$ cat src/rtl/dutc_pkg.sv
// dutc_pkg: shared types and constants for the dos/unix timestamp converter
// holds the item and result beat structs, calendar constants and reciprocals
// no dependencies
`default_nettype none

package dutc_pkg;

    typedef struct packed {
        logic               mode;
        logic [15:0]        dos_time;
        logic [15:0]        dos_date;
        logic signed [31:0] unix_seconds;
    } item_t;

    typedef struct packed {
        logic signed [31:0] unix_seconds_out;
        logic [15:0]        dos_time_out;
        logic [15:0]        dos_date_out;
    } result_t;

    // conversion direction carried in item.mode
    localparam logic        MODE_DOS_TO_UNIX   = 1'b0;
    localparam logic        MODE_UNIX_TO_DOS   = 1'b1;

    localparam logic [30:0] EPOCH_1980_SECS    = 31'd315532800;
    localparam logic [16:0] SECS_PER_DAY       = 17'd86400;
    localparam logic [11:0] SECS_PER_HOUR      = 12'd3600;
    localparam logic [5:0]  SECS_PER_MINUTE    = 6'd60;
    localparam logic [8:0]  DAYS_PER_YEAR      = 9'd365;
    localparam logic [11:0] DAYS_1970_TO_1980  = 12'd3652;
    localparam logic [8:0]  LEAP_DAY_OF_YEAR   = 9'd59;
    localparam logic [3:0]  MONTHS_PER_YEAR    = 4'd12;

    // floor(2^s / d) reciprocals, quotient comes out exact or one low
    localparam logic [15:0] RECIP_DAY          = 16'd49710;   // 2^32 / 86400
    localparam logic [15:0] RECIP_YEAR         = 16'd45964;   // 2^24 / 365
    localparam logic [12:0] RECIP_HOUR         = 13'd4660;    // 2^24 / 3600
    localparam logic [14:0] RECIP_MINUTE       = 15'd17476;   // 2^20 / 60

    // days before the first of each month, non-leap year
    function automatic logic [8:0] month_start(input logic [3:0] idx);
        logic [8:0] days;
        case (idx)
            4'd0:    days = 9'd0;
            4'd1:    days = 9'd31;
            4'd2:    days = 9'd59;
            4'd3:    days = 9'd90;
            4'd4:    days = 9'd120;
            4'd5:    days = 9'd151;
            4'd6:    days = 9'd181;
            4'd7:    days = 9'd212;
            4'd8:    days = 9'd243;
            4'd9:    days = 9'd273;
            4'd10:   days = 9'd304;
            4'd11:   days = 9'd334;
            default: days = 9'd0;
        endcase
        return days;
    endfunction

endpackage

`default_nettype wire

$ cat src/rtl/dos_unix_timestamp_convert_unit.sv
// dos_unix_timestamp_convert_unit: fat/dos packed date-time <-> unix seconds
// nine-stage pipeline, uses types and constants from dutc_pkg
//
// usage:
//   item channel (item_valid / item_stall / item) carries one conversion
//   request per beat; item.mode 0 turns dos_time/dos_date into unix seconds,
//   mode 1 turns unix_seconds into dos_time/dos_date. the unused result
//   fields read zero.
//   result channel (result_valid / result_stall / result) returns exactly one
//   beat per accepted item, in order.
//   cfg channel (cfg_valid / cfg_ready / cfg_data) writes the zone offset in
//   minutes west of utc; cfg_ready is always high, write only while idle.
//   path: each item passes through the nine register stages; stage 9 holds the result.
//   throughput: one item per cycle while result_stall is low; each stage
//   (reciprocal multiplies for day, hour, minute and year, then month lookup)
//   takes a new beat every cycle unless it is full and held.
//   stall: each stage holds when it is full and the one after it holds, so
//   bubbles close up and item_stall rises only when every stage is full and
//   result_stall is high.
//   reset: all stages empty, zone offset zero.
`default_nettype none

module dos_unix_timestamp_convert_unit (
    input  wire logic              clk,
    input  wire logic              rst_n,
    input  wire logic              item_valid,
    output logic                   item_stall,
    input  wire dutc_pkg::item_t   item,
    output logic                   result_valid,
    input  wire logic              result_stall,
    output dutc_pkg::result_t      result,
    input  wire logic              cfg_valid,
    output logic                   cfg_ready,
    input  wire logic signed [10:0] cfg_data
);
    import dutc_pkg::*;

    localparam int NUM_STAGES = 9;

    // control
    logic [NUM_STAGES:1] v_reg;
    logic [NUM_STAGES:1] en;
    logic signed [17:0]  zone_secs_reg;
    logic signed [17:0]  zone_secs_next;
    logic [31:0]         zone_ext;

    // stage 1
    logic [31:0] w_diff;
    logic [3:0]  mon_idx;
    logic [6:0]  dyear;
    logic        s1_mode_reg;
    logic [30:0] s1_w_reg, s1_w_next;
    logic [16:0] s1_days_reg, s1_days_next;
    logic [16:0] s1_tsecs_reg, s1_tsecs_next;

    // stage 2
    logic [33:0] day_prod;
    logic [46:0] q_prod;
    logic        s2_mode_reg;
    logic [31:0] s2_prod_reg, s2_prod_next;
    logic [16:0] s2_tsecs_reg;
    logic [14:0] s2_q0_reg, s2_q0_next;
    logic [30:0] s2_w_reg;

    // stage 3
    logic        s3_mode_reg;
    logic [31:0] s3_sum_reg, s3_sum_next;
    logic [31:0] s3_qd_reg, s3_qd_next;
    logic [14:0] s3_q0_reg;
    logic [30:0] s3_w_reg;

    // stage 4
    logic [31:0] r_diff;
    logic [17:0] r_a;
    logic        s4_mode_reg;
    logic [31:0] s4_sum_reg;
    logic [16:0] s4_r_reg, s4_r_next;
    logic [14:0] s4_q_reg, s4_q_next;

    // stage 5
    logic [30:0] y_prod;
    logic [29:0] h_prod;
    logic        s5_mode_reg;
    logic [31:0] s5_sum_reg;
    logic [14:0] s5_day_reg, s5_day_next;
    logic [6:0]  s5_y0_reg, s5_y0_next;
    logic [16:0] s5_r_reg;
    logic [5:0]  s5_h0_reg, s5_h0_next;

    // stage 6
    logic [14:0] y_rem;
    logic [16:0] r2_a;
    logic        s6_mode_reg;
    logic [31:0] s6_sum_reg;
    logic [14:0] s6_day_reg;
    logic [6:0]  s6_y1_reg, s6_y1_next;
    logic [4:0]  s6_h_reg, s6_h_next;
    logic [11:0] s6_r2_reg, s6_r2_next;

    // stage 7
    logic [6:0]  y_m1;
    logic [7:0]  ya_p3, yb_p3;
    logic [14:0] base_a, base_b;
    logic [26:0] m_prod;
    logic        s7_mode_reg;
    logic [31:0] s7_sum_reg;
    logic [6:0]  s7_y_reg, s7_y_next;
    logic [8:0]  s7_doy_reg, s7_doy_next;
    logic [4:0]  s7_h_reg;
    logic [11:0] s7_r2_reg;
    logic [5:0]  s7_m0_reg, s7_m0_next;

    // stage 8
    logic [11:0] r3_a;
    logic        leap;
    logic        s8_mode_reg;
    logic [31:0] s8_sum_reg;
    logic [6:0]  s8_y_reg;
    logic [8:0]  s8_nl_reg, s8_nl_next;
    logic [3:0]  s8_month_reg, s8_month_next;
    logic [4:0]  s8_h_reg;
    logic [5:0]  s8_m_reg, s8_m_next;
    logic [5:0]  s8_r3_reg, s8_r3_next;

    // stage 9
    result_t     result_reg, result_next;

    // ---------------------------------------------------------------
    // handshake: a stage loads when empty or when the next one loads
    always_comb
    begin
        en[NUM_STAGES] = !v_reg[NUM_STAGES] || !result_stall;
        for (int k = NUM_STAGES - 1; k >= 1; k--)
        begin
            en[k] = !v_reg[k] || en[k + 1];
        end
    end

    assign item_stall   = !en[1];
    assign result_valid = v_reg[NUM_STAGES];
    assign result       = result_reg;
    assign cfg_ready    = 1'b1;

    always_ff @(posedge clk or negedge rst_n)
    begin
        if (!rst_n)
        begin
            v_reg <= '0;
        end
        else
        begin
            if (en[1])
            begin
                v_reg[1] <= item_valid;
            end
            for (int k = 2; k <= NUM_STAGES; k++)
            begin
                if (en[k])
                begin
                    v_reg[k] <= v_reg[k - 1];
                end
            end
        end
    end

    // zone offset kept in seconds
    assign zone_secs_next = 18'(signed'(cfg_data)) * 18'sd60;
    assign zone_ext       = {{14{zone_secs_reg[17]}}, zone_secs_reg};

    always_ff @(posedge clk or negedge rst_n)
    begin
        if (!rst_n)
        begin
            zone_secs_reg <= '0;
        end
        else if (cfg_valid && cfg_ready)
        begin
            zone_secs_reg <= zone_secs_next;
        end
    end

    // ---------------------------------------------------------------
    // stage 1: day count and time of day for dos input, clamp for unix input
    always_comb
    begin
        w_diff = $unsigned(item.unix_seconds) - zone_ext;
        if (w_diff[31] || (w_diff[30:0] < EPOCH_1980_SECS))
        begin
            s1_w_next = EPOCH_1980_SECS;
        end
        else
        begin
            s1_w_next = w_diff[30:0];
        end

        mon_idx = item.dos_date[8:5] - 4'd1;
        dyear   = item.dos_date[15:9];
        s1_days_next = 17'(item.dos_date[4:0]) + 17'(month_start(mon_idx))
                     + 17'(dyear[6:2]) + 17'(dyear) * 17'(DAYS_PER_YEAR)
                     + 17'(DAYS_1970_TO_1980);
        // leap year, before the leap day
        if ((dyear[1:0] == 2'd0) && (mon_idx < 4'd2))
        begin
            s1_days_next = s1_days_next - 17'd1;
        end

        s1_tsecs_next = 17'(item.dos_time[4:0]) * 17'd2
                      + 17'(item.dos_time[10:5]) * 17'(SECS_PER_MINUTE)
                      + 17'(item.dos_time[15:11]) * 17'(SECS_PER_HOUR);
    end

    // stage 2
    always_comb
    begin
        day_prod     = 34'(s1_days_reg) * 34'(SECS_PER_DAY);
        s2_prod_next = day_prod[31:0];
        q_prod       = 47'(s1_w_reg) * 47'(RECIP_DAY);
        s2_q0_next   = q_prod[46:32];
    end

    // stage 3
    always_comb
    begin
        s3_sum_next = s2_prod_reg + 32'(s2_tsecs_reg) + zone_ext;
        s3_qd_next  = 32'(s2_q0_reg) * 32'(SECS_PER_DAY);
    end

    // stage 4: seconds of day, fix day quotient
    always_comb
    begin
        r_diff = 32'(s3_w_reg) - s3_qd_reg;
        r_a    = r_diff[17:0];
        if (r_a >= 18'(SECS_PER_DAY))
        begin
            s4_r_next = 17'(r_a - 18'(SECS_PER_DAY));
            s4_q_next = s3_q0_reg + 15'd1;
        end
        else
        begin
            s4_r_next = r_a[16:0];
            s4_q_next = s3_q0_reg;
        end
    end

    // stage 5: estimate year and hour
    always_comb
    begin
        s5_day_next = s4_q_reg - 15'(DAYS_1970_TO_1980);
        y_prod      = 31'(s5_day_next) * 31'(RECIP_YEAR);
        s5_y0_next  = y_prod[30:24];
        h_prod      = 30'(s4_r_reg) * 30'(RECIP_HOUR);
        s5_h0_next  = h_prod[29:24];
    end

    // stage 6: fix year and hour estimates
    always_comb
    begin
        y_rem = s5_day_reg - 15'(s5_y0_reg) * 15'(DAYS_PER_YEAR);
        if (y_rem >= 15'(DAYS_PER_YEAR))
        begin
            s6_y1_next = s5_y0_reg + 7'd1;
        end
        else
        begin
            s6_y1_next = s5_y0_reg;
        end

        r2_a = s5_r_reg - 17'(s5_h0_reg) * 17'(SECS_PER_HOUR);
        if (r2_a >= 17'(SECS_PER_HOUR))
        begin
            s6_h_next  = 5'(s5_h0_reg + 6'd1);
            s6_r2_next = 12'(r2_a - 17'(SECS_PER_HOUR));
        end
        else
        begin
            s6_h_next  = s5_h0_reg[4:0];
            s6_r2_next = r2_a[11:0];
        end
    end

    // stage 7: step back a year when leap days push the year start past the day, estimate minute
    always_comb
    begin
        y_m1   = s6_y1_reg - 7'd1;
        ya_p3  = 8'(s6_y1_reg) + 8'd3;
        yb_p3  = 8'(y_m1) + 8'd3;
        base_a = 15'(ya_p3[7:2]) + 15'(s6_y1_reg) * 15'(DAYS_PER_YEAR);
        base_b = 15'(yb_p3[7:2]) + 15'(y_m1) * 15'(DAYS_PER_YEAR);
        if (base_a > s6_day_reg)
        begin
            s7_y_next   = y_m1;
            s7_doy_next = 9'(s6_day_reg - base_b);
        end
        else
        begin
            s7_y_next   = s6_y1_reg;
            s7_doy_next = 9'(s6_day_reg - base_a);
        end

        m_prod     = 27'(s6_r2_reg) * 27'(RECIP_MINUTE);
        s7_m0_next = m_prod[25:20];
    end

    // stage 8: month search, minute fix
    always_comb
    begin
        leap = (s7_y_reg[1:0] == 2'd0);
        if ((s7_doy_reg == LEAP_DAY_OF_YEAR) && leap)
        begin
            s8_nl_next    = s7_doy_reg;
            s8_month_next = 4'd2;
        end
        else
        begin
            if (!leap || (s7_doy_reg <= LEAP_DAY_OF_YEAR))
            begin
                s8_nl_next = s7_doy_reg;
            end
            else
            begin
                s8_nl_next = s7_doy_reg - 9'd1;
            end
            s8_month_next = '0;
            for (int k = 0; k < 12; k++)
            begin
                if (month_start(4'(k)) <= s8_nl_next)
                begin
                    s8_month_next = s8_month_next + 4'd1;
                end
            end
        end

        r3_a = s7_r2_reg - 12'(s7_m0_reg) * 12'(SECS_PER_MINUTE);
        if (r3_a >= 12'(SECS_PER_MINUTE))
        begin
            s8_m_next  = s7_m0_reg + 6'd1;
            s8_r3_next = 6'(r3_a - 12'(SECS_PER_MINUTE));
        end
        else
        begin
            s8_m_next  = s7_m0_reg;
            s8_r3_next = r3_a[5:0];
        end
    end

    // stage 9: pack result
    always_comb
    begin
        result_next = '0;
        if (s8_mode_reg == MODE_UNIX_TO_DOS)
        begin
            result_next.dos_time_out = {s8_h_reg, s8_m_reg, s8_r3_reg[5:1]};
            if (s8_month_reg > MONTHS_PER_YEAR)
            begin
                result_next.dos_date_out = '0;
            end
            else
            begin
                result_next.dos_date_out = 16'(s8_nl_reg)
                    - 16'(month_start(s8_month_reg - 4'd1)) + 16'd1
                    + {7'd0, s8_month_reg, 5'd0} + {s8_y_reg, 9'd0};
            end
        end
        else
        begin
            result_next.unix_seconds_out = signed'(s8_sum_reg);
        end
    end

    // ---------------------------------------------------------------
    // payload registers
    always_ff @(posedge clk)
    begin
        if (en[1])
        begin
            s1_mode_reg  <= item.mode;
            s1_w_reg     <= s1_w_next;
            s1_days_reg  <= s1_days_next;
            s1_tsecs_reg <= s1_tsecs_next;
        end
        if (en[2])
        begin
            s2_mode_reg  <= s1_mode_reg;
            s2_prod_reg  <= s2_prod_next;
            s2_tsecs_reg <= s1_tsecs_reg;
            s2_q0_reg    <= s2_q0_next;
            s2_w_reg     <= s1_w_reg;
        end
        if (en[3])
        begin
            s3_mode_reg <= s2_mode_reg;
            s3_sum_reg  <= s3_sum_next;
            s3_qd_reg   <= s3_qd_next;
            s3_q0_reg   <= s2_q0_reg;
            s3_w_reg    <= s2_w_reg;
        end
        if (en[4])
        begin
            s4_mode_reg <= s3_mode_reg;
            s4_sum_reg  <= s3_sum_reg;
            s4_r_reg    <= s4_r_next;
            s4_q_reg    <= s4_q_next;
        end
        if (en[5])
        begin
            s5_mode_reg <= s4_mode_reg;
            s5_sum_reg  <= s4_sum_reg;
            s5_day_reg  <= s5_day_next;
            s5_y0_reg   <= s5_y0_next;
            s5_r_reg    <= s4_r_reg;
            s5_h0_reg   <= s5_h0_next;
        end
        if (en[6])
        begin
            s6_mode_reg <= s5_mode_reg;
            s6_sum_reg  <= s5_sum_reg;
            s6_day_reg  <= s5_day_reg;
            s6_y1_reg   <= s6_y1_next;
            s6_h_reg    <= s6_h_next;
            s6_r2_reg   <= s6_r2_next;
        end
        if (en[7])
        begin
            s7_mode_reg <= s6_mode_reg;
            s7_sum_reg  <= s6_sum_reg;
            s7_y_reg    <= s7_y_next;
            s7_doy_reg  <= s7_doy_next;
            s7_h_reg    <= s6_h_reg;
            s7_r2_reg   <= s6_r2_reg;
            s7_m0_reg   <= s7_m0_next;
        end
        if (en[8])
        begin
            s8_mode_reg  <= s7_mode_reg;
            s8_sum_reg   <= s7_sum_reg;
            s8_y_reg     <= s7_y_reg;
            s8_nl_reg    <= s8_nl_next;
            s8_month_reg <= s8_month_next;
            s8_h_reg     <= s7_h_reg;
            s8_m_reg     <= s8_m_next;
            s8_r3_reg    <= s8_r3_next;
        end
        if (en[9])
        begin
            result_reg <= result_next;
        end
    end

endmodule

`default_nettype wire
$ cat config.mk
export PLATFORM = sky130hd
export DESIGN_NAME = dos_unix_timestamp_convert_unit
export DESIGN_NICKNAME = d
export VERILOG_FILES = /design/src/rtl/dutc_pkg.sv /design/src/rtl/dos_unix_timestamp_convert_unit.sv
export SDC_FILE = /design/constraint.sdc
export NUM_CORES = 2
export LEC_CHECK = 0
export ABC_AREA = 1
export ABC_CLOCK_PERIOD_IN_PS = 32200
export BUFFER_PORTS_ARGS = -buffer_cell sky130_fd_sc_hd__buf_2
export CORE_ASPECT_RATIO = 1.25
export CORE_MARGIN = 2
export CORE_UTILIZATION = 40
export CTS_CLUSTER_SIZE = 14
export DETAILED_ROUTE_END_ITERATION = 10
export GPL_TIMING_DRIVEN = 0
export PLACE_DENSITY = 0.57
export SETUP_SLACK_MARGIN = 0.3
export SYNTH_ARGS = -nofsm -noshare
export SYNTH_HDL_FRONTEND = slang
export SYNTH_SLANG_ARGS = --single-unit
$ cat constraint.sdc
create_clock -name clk -period 32.2 [get_ports clk]
set_input_delay 6.44 -clock clk [delete_from_list [all_inputs] [get_ports clk]]
set_output_delay 6.44 -clock clk [all_outputs]
set_load 0.05 [all_outputs]
---- Yosys cells after proc, flatten, opt, wreduce, memory -nomap -nowiden ----
Memory sizes are Yosys's and may differ from the RTL's.
Index checks and enable logic that the tools add are counted.
storage, ports and cells
  register bits ........................... 665
  bits in read-only memories .............. 288
  input port bits ......................... 81
  memories ................................ 2
operators by class
  $add $sub $neg .......................... 47
  $mul .................................... 15
  magnitude comparators ................... 21
  eq/ne operators ......................... 1
  mux-type cells .......................... 50
  bitwise logic cells ..................... 1
  reduce and logical (&&, ||, !) cells .... 28
memory list
  name              words  bits a word  rd ports  clocked after Yosys merged registers in  wr ports  RTL line        source
  (name not given)  16     9            1         0                                        0         dutc_pkg.sv:43  case (idx)
  (name not given)  16     9            1         0                                        0         dutc_pkg.sv:43
operators with widths
  operator                  count
  $mux W9                   18
  $le A9 B9 Y1              12
  $mux W4                   22
  $mul A31 B15 Y46 const B  1
  $add A4 B1 Y4 const B     11
  $mux W17                  2
  $add A32 B17 Y32          1
  $add A32 B32 Y32          1
  $sub A32 B32 Y32          1
  $lt A31 B29 Y1 const B    1
  $mul A7 B9 Y15 const B    2
  $mul A15 B14 Y29 const B  1
  $mul A17 B11 Y28 const B  1
  $mul A17 B10 Y25 const B  1
  $mul A12 B13 Y24 const B  1
  $mul A6 B4 Y10 const B    2
  $ge A18 B17 Y1 const B    1
  $sub A18 B18 Y18          1
  $sub A9 B9 Y9             2
  $add A11 B16 Y17          1
  $add A13 B17 Y17          1
  $add A17 B12 Y17 const B  1
  $ge A17 B12 Y1 const B    1
  $sub A17 B1 Y17 const B   1
  49 further kinds          76

---- Longest topological paths before layout ----
  depth in word-level cells ............... 40
  depth in mapped cells ................... 48
  depth with buffers taken out ............ 48

---- Worst setup path after synthesis ----
Ideal clock, no wire load.
  path kind ............................... in2out
  start point ............................. in result_stall
  end point ............................... out item_stall
  arrival time ............................ 19.427 ns
  setup slack ............................. 6.333 ns
  stages .................................. 16
  cell sequence ........................... nand2_1 -> nor2_1 -> inv_1 -> nor2_1 -> inv_1 -> nor2_1 -> inv_1 -> nor2_1 -> inv_1 -> nor2_1 -> inv_1 -> nor2_1 -> inv_1 -> nor2_1 -> inv_1 -> nor2_1
between the ends
  word-level cells in the longest chain between the ends .. 11
ends and longest elaborated chain
  item                    RTL line                                source
  start, declared         dos_unix_timestamp_convert_unit.sv:30   input wire logic result_stall,
  $logic_not A1 Y1        dos_unix_timestamp_convert_unit.sv:132  en[NUM_STAGES] = !v_reg[NUM_STAGES] || !result_stall;
  $logic_or A1 B1 Y1      dos_unix_timestamp_convert_unit.sv:132
  $logic_or A1 B1 Y1      dos_unix_timestamp_convert_unit.sv:135  en[k] = !v_reg[k] || en[k + 1];
  named net en (one bit)  dos_unix_timestamp_convert_unit.sv:42   logic [NUM_STAGES:1] en;
  $logic_or A1 B1 Y1      dos_unix_timestamp_convert_unit.sv:135
  named net en (one bit)  dos_unix_timestamp_convert_unit.sv:42
  $logic_or A1 B1 Y1      dos_unix_timestamp_convert_unit.sv:135
  named net en (one bit)  dos_unix_timestamp_convert_unit.sv:42
  [... 1 more ...]        n/a
  named net en (one bit)  dos_unix_timestamp_convert_unit.sv:42
  $logic_or A1 B1 Y1      dos_unix_timestamp_convert_unit.sv:135
  named net en (one bit)  dos_unix_timestamp_convert_unit.sv:42
  $logic_or A1 B1 Y1      dos_unix_timestamp_convert_unit.sv:135
  named net en (one bit)  dos_unix_timestamp_convert_unit.sv:42
  $logic_or A1 B1 Y1      dos_unix_timestamp_convert_unit.sv:135
  named net en (one bit)  dos_unix_timestamp_convert_unit.sv:42
  $logic_or A1 B1 Y1      dos_unix_timestamp_convert_unit.sv:135
  $logic_not A1 Y1        dos_unix_timestamp_convert_unit.sv:139  assign item_stall = !en[1];
  end, declared           dos_unix_timestamp_convert_unit.sv:27   output logic item_stall,
The timed path passes the listed nets, and every way through them passes these cells.

---- Worst setup path after layout ----
  start point ............................. in result_stall
  end point ............................... out item_stall
between the ends
  word-level cells in the longest chain between the ends .. 11
ends and longest elaborated chain
  item                    RTL line
  $logic_not A1 Y1        dos_unix_timestamp_convert_unit.sv:132
  $logic_or A1 B1 Y1      dos_unix_timestamp_convert_unit.sv:132
  named net en (one bit)  dos_unix_timestamp_convert_unit.sv:42
  $logic_or A1 B1 Y1      dos_unix_timestamp_convert_unit.sv:135
  named net en (one bit)  dos_unix_timestamp_convert_unit.sv:42
  $logic_or A1 B1 Y1      dos_unix_timestamp_convert_unit.sv:135
  named net en (one bit)  dos_unix_timestamp_convert_unit.sv:42
  $logic_or A1 B1 Y1      dos_unix_timestamp_convert_unit.sv:135
  named net en (one bit)  dos_unix_timestamp_convert_unit.sv:42
  [... 1 more ...]        n/a
  named net en (one bit)  dos_unix_timestamp_convert_unit.sv:42
  $logic_or A1 B1 Y1      dos_unix_timestamp_convert_unit.sv:135
  named net en (one bit)  dos_unix_timestamp_convert_unit.sv:42
  $logic_or A1 B1 Y1      dos_unix_timestamp_convert_unit.sv:135
  named net en (one bit)  dos_unix_timestamp_convert_unit.sv:42
  $logic_or A1 B1 Y1      dos_unix_timestamp_convert_unit.sv:135
  named net en (one bit)  dos_unix_timestamp_convert_unit.sv:42
  $logic_or A1 B1 Y1      dos_unix_timestamp_convert_unit.sv:135
  $logic_not A1 Y1        dos_unix_timestamp_convert_unit.sv:139
The timed path passes the listed nets, and every way through them passes these cells.

==> summary.md <==
| Metric | Value |
|---|---|
| Critical Path Slowest Stage Cell | `inv_2` |
| Worst rel slew slack | `31.3%` |
| Via-to-Cell Ratio | `4.69` |
| Total CTS buffers | `72` |
| Max-cap violations | `0` |
| Die Footprint | `0.147 mm2` |
| Share of flip-flops with an asynchronous set or reset | `3.83%` |
| Delay-heaviest family, CP | `buffers and inverters` |
| Post-Syn Area | `0.0576 mm2` |
| P&R area growth vs syn | `9.93%` |
| Final setup vio count | `0` |
| Pin count of the biggest net entering global routing | `70` |
| WL final | `106 mm` |
| M3 GR Usage | `2.26%` |
| Worst setup EP type | `output port` |
| GRT busiest layer | `met2` |
| Yosys warns | `0` |
| # H-tree levels | `3` |
| Utilization after layout | `44.3%` |
| Ports | `148` |
| Yosys top cell area share | `32.7%` |
| Via count | `35970` |
| Status | `finished clean` |
| FF+latch count, synth | `653` |
| R2R cell count | `22` |
| Post-Place Cell Area | `0.0609 mm2` |
| Post-CTS Setup Inserts | `0` |
| Reg-to-reg slack, setup | `24640 ps` |
| Yosys top cell by area | `edfxtp_1` |
| Fillers | `13464` |
| GR Util met1 | `17.7%` |
| Total track usage | `15.0%` |
| Hold Path Depth | `0` |
| 1st-pass router iterations | `5` |
| CP cell instances | `buf_2 -> nand2_4 -> buf_16 -> nor2_1 -> inv_4 -> nor2_1 -> inv_4 -> nor2_1 -> inv_4 -> nor2_1 -> inv_4 -> nor2_1 -> inv_2 -> nor2_1 -> inv_4 -> nor2_1 -> inv_4 -> buf_12 -> nor2_1 -> buf_2` |
| Die Ht | `428 um` |
| Setup_tns | `0 ps` |
| Post-route cell area | `0.0633 mm2` |
| Root Buffer | `clkbuf_16` |
| Mean post-synth cell area | `10.5 um2` |
| Maximum clock insertion buffer count | `3` |
| CP Buf/Inv Count | `11` |
| HPWL after detailed placement | `88.9 mm` |
| Fmax | `57.1 MHz` |
| First-pass GRT wire length | `181 mm` |
| Period minus WS final | `17510 ps` |
| Grt total ovfl | `0` |
| Slowest stage delay, CP | `550 ps` |
| DR iter-0 viols | `1161` |
| Hold/Removal Path Class | `flop to flop` |
| Data required, critical path | `25760 ps` |
| Post-synth EDFFs | `628` |
| Grt met2 use | `28.1%` |
| Clock Skews | `41.1 ps` |
| Initial antenna violation count | `3` |
| DR WL/cell | `13.8 um` |
| Later-pin clock latency in the skew report | `670 ps` |
| FP Rows | `155` |
| Top cells by area, synth | `edfxtp_1 33%, ha_1 23%, fa_1 15%` |
| Nets | `7301` |
| Max reg flops | `63` |
| CP startpoint kind | `primary input` |
| Share of layout cells above drive strength 1 | `6.23%` |
| Fin. Hold Viols | `0` |
| Vias in the first global route | `37675` |
| Post-CTS Hold Buffers | `0` |
| Reg clk slew, reported paths | `60 ps` |
| # DRC | `0` |
| Synth cell count leaders | `1237 x inv_1, 1059 x ha_1, 628 x edfxtp_1` |
| Post-synth cell types | `62` |
| Final worst path period share | `54.4%` |
| Initial core utilization | `40.3%` |
| Prevailing post-synth register cell | `edfxtp_1` |
| Routed Antenna Nets | `0` |
| Register area share after synthesis | `33.8%` |
| Worst Path Max Fanout | `57` |
| Critical Path Stages | `20` |
| Clock tree from TritonCTS | `done` |
| Multi-input logic area | `0.0333 mm2` |
| Most used cell along the critical path | `nor2_1` |
| Slew Limit Fails | `0` |
| CTS-repair resized insts | `0` |
| CTS sink count | `653` |
| Storage cell area | `0.0195 mm2` |
| Post-Synthesis Cells | `5503` |
| RSZ-0062 raised after global routing | `false` |
| Port-buffer cells | `145` |
| Count leader, synth | `inv_1` |
| CP Class | `primary input to output port` |
| Worst-margin pin slew | `1000 ps` |
| Critical path arrival | `11070 ps` |
| Core Box Area | `0.143 mm2` |
| Routability Congestion | `0.841` |
| Die W | `343 um` |
layout make-up:
class	instances	share of cell area (%)
antenna	1	0.00395
multi-input combinational	3580	52.6
tap	1884	3.72
clock inverter	48	0.849
buffer	25	0.186
inverter	1247	7.42
clock buffer	84	2.95
timing repair buffer	154	1.47
sequential	653	30.8
logic make-up after synthesis:
family	count (synthesis)	share of synthesized area, %
and+or+nand+nor	1102	8.20
other	2	0.0130
xor gates and xnor gates	390	5.93
buffers and inverters	1272	8.33
AOI/OAI and AO/OA	597	5.84
adders and majority gates	1487	37.9
DFF	653	33.8
per-stage QoR:
step | setup slack (ps) | hold WS [ps] | instances
final | 14690 | 402 | 7676
after global routing | 14080 | 414 | 7676
after CTS | 14460 | 407 | 7675
after detailed placement | 14460 | 405 | 7543
after global placement | 400 | 400 | 7534
after floorplan | 6330 | 400 | 5505
per-layer routing:
| layer | routed length, um | vias up | part of all wire (%) |
|---|---|---|---|
| li1 | - | 18446 | - |
| met1 | 44900 | 17035 | 42 |
| met2 | 55200 | 359 | 52 |
| met3 | 3430 | 128 | 3.2 |
| met4 | 2150 | 2 | 2.0 |
| met5 | 11 | - | 0.010 |
placed cells by master, fill, tap and decap left out, types with 20 or more instances in the layout:
cell	instances
a21o_1	20
a21oi_1	283
buf_2	149
clkbuf_1	27
clkbuf_16	73
dfrtp_1	25
edfxtp_1	628
fa_1	428
ha_1	1059
inv_1	1229
nand2_1	546
nand2_2	26
nand3_1	133
nand4_1	35
nor2_1	273
nor3_1	26
o21ai_0	165
o21bai_1	32
xnor2_1	133
xor2_1	257
worst paths after layout:
check                             startpoint      endpoint
max in group asynchronous              rst_n      v_reg[7]
worst max register to register   s4_q_reg[2]  s5_y0_reg[5]
worst max-delay path            result_stall    item_stall
worst min-delay path             s3_w_reg[3]   s4_r_reg[3]
worst min register to register   s3_w_reg[3]   s4_r_reg[3]
min in group asynchronous              rst_n      v_reg[2]
worst reg2reg max path: stages (launching register included):
cell	delay, ps
edfxtp_1	470
inv_1	230
ha_1	260
nand2_1	90
nand2_1	100
nand2_1	70
xor2_1	680
inv_1	470
fa_1	580
ha_1	320
fa_1	460
fa_1	520
fa_1	570
fa_1	420
ha_1	300
a21boi_0	120
o21ai_0	150
nand2_1	100
nand2_1	70
a21oi_1	50
a2111oi_0	790
o221ai_1	250
xor2_1	200
Power is left out: the tool's default activity adds up to more than one toggle a clock period on the data nets, which glitch-free logic cannot reach.
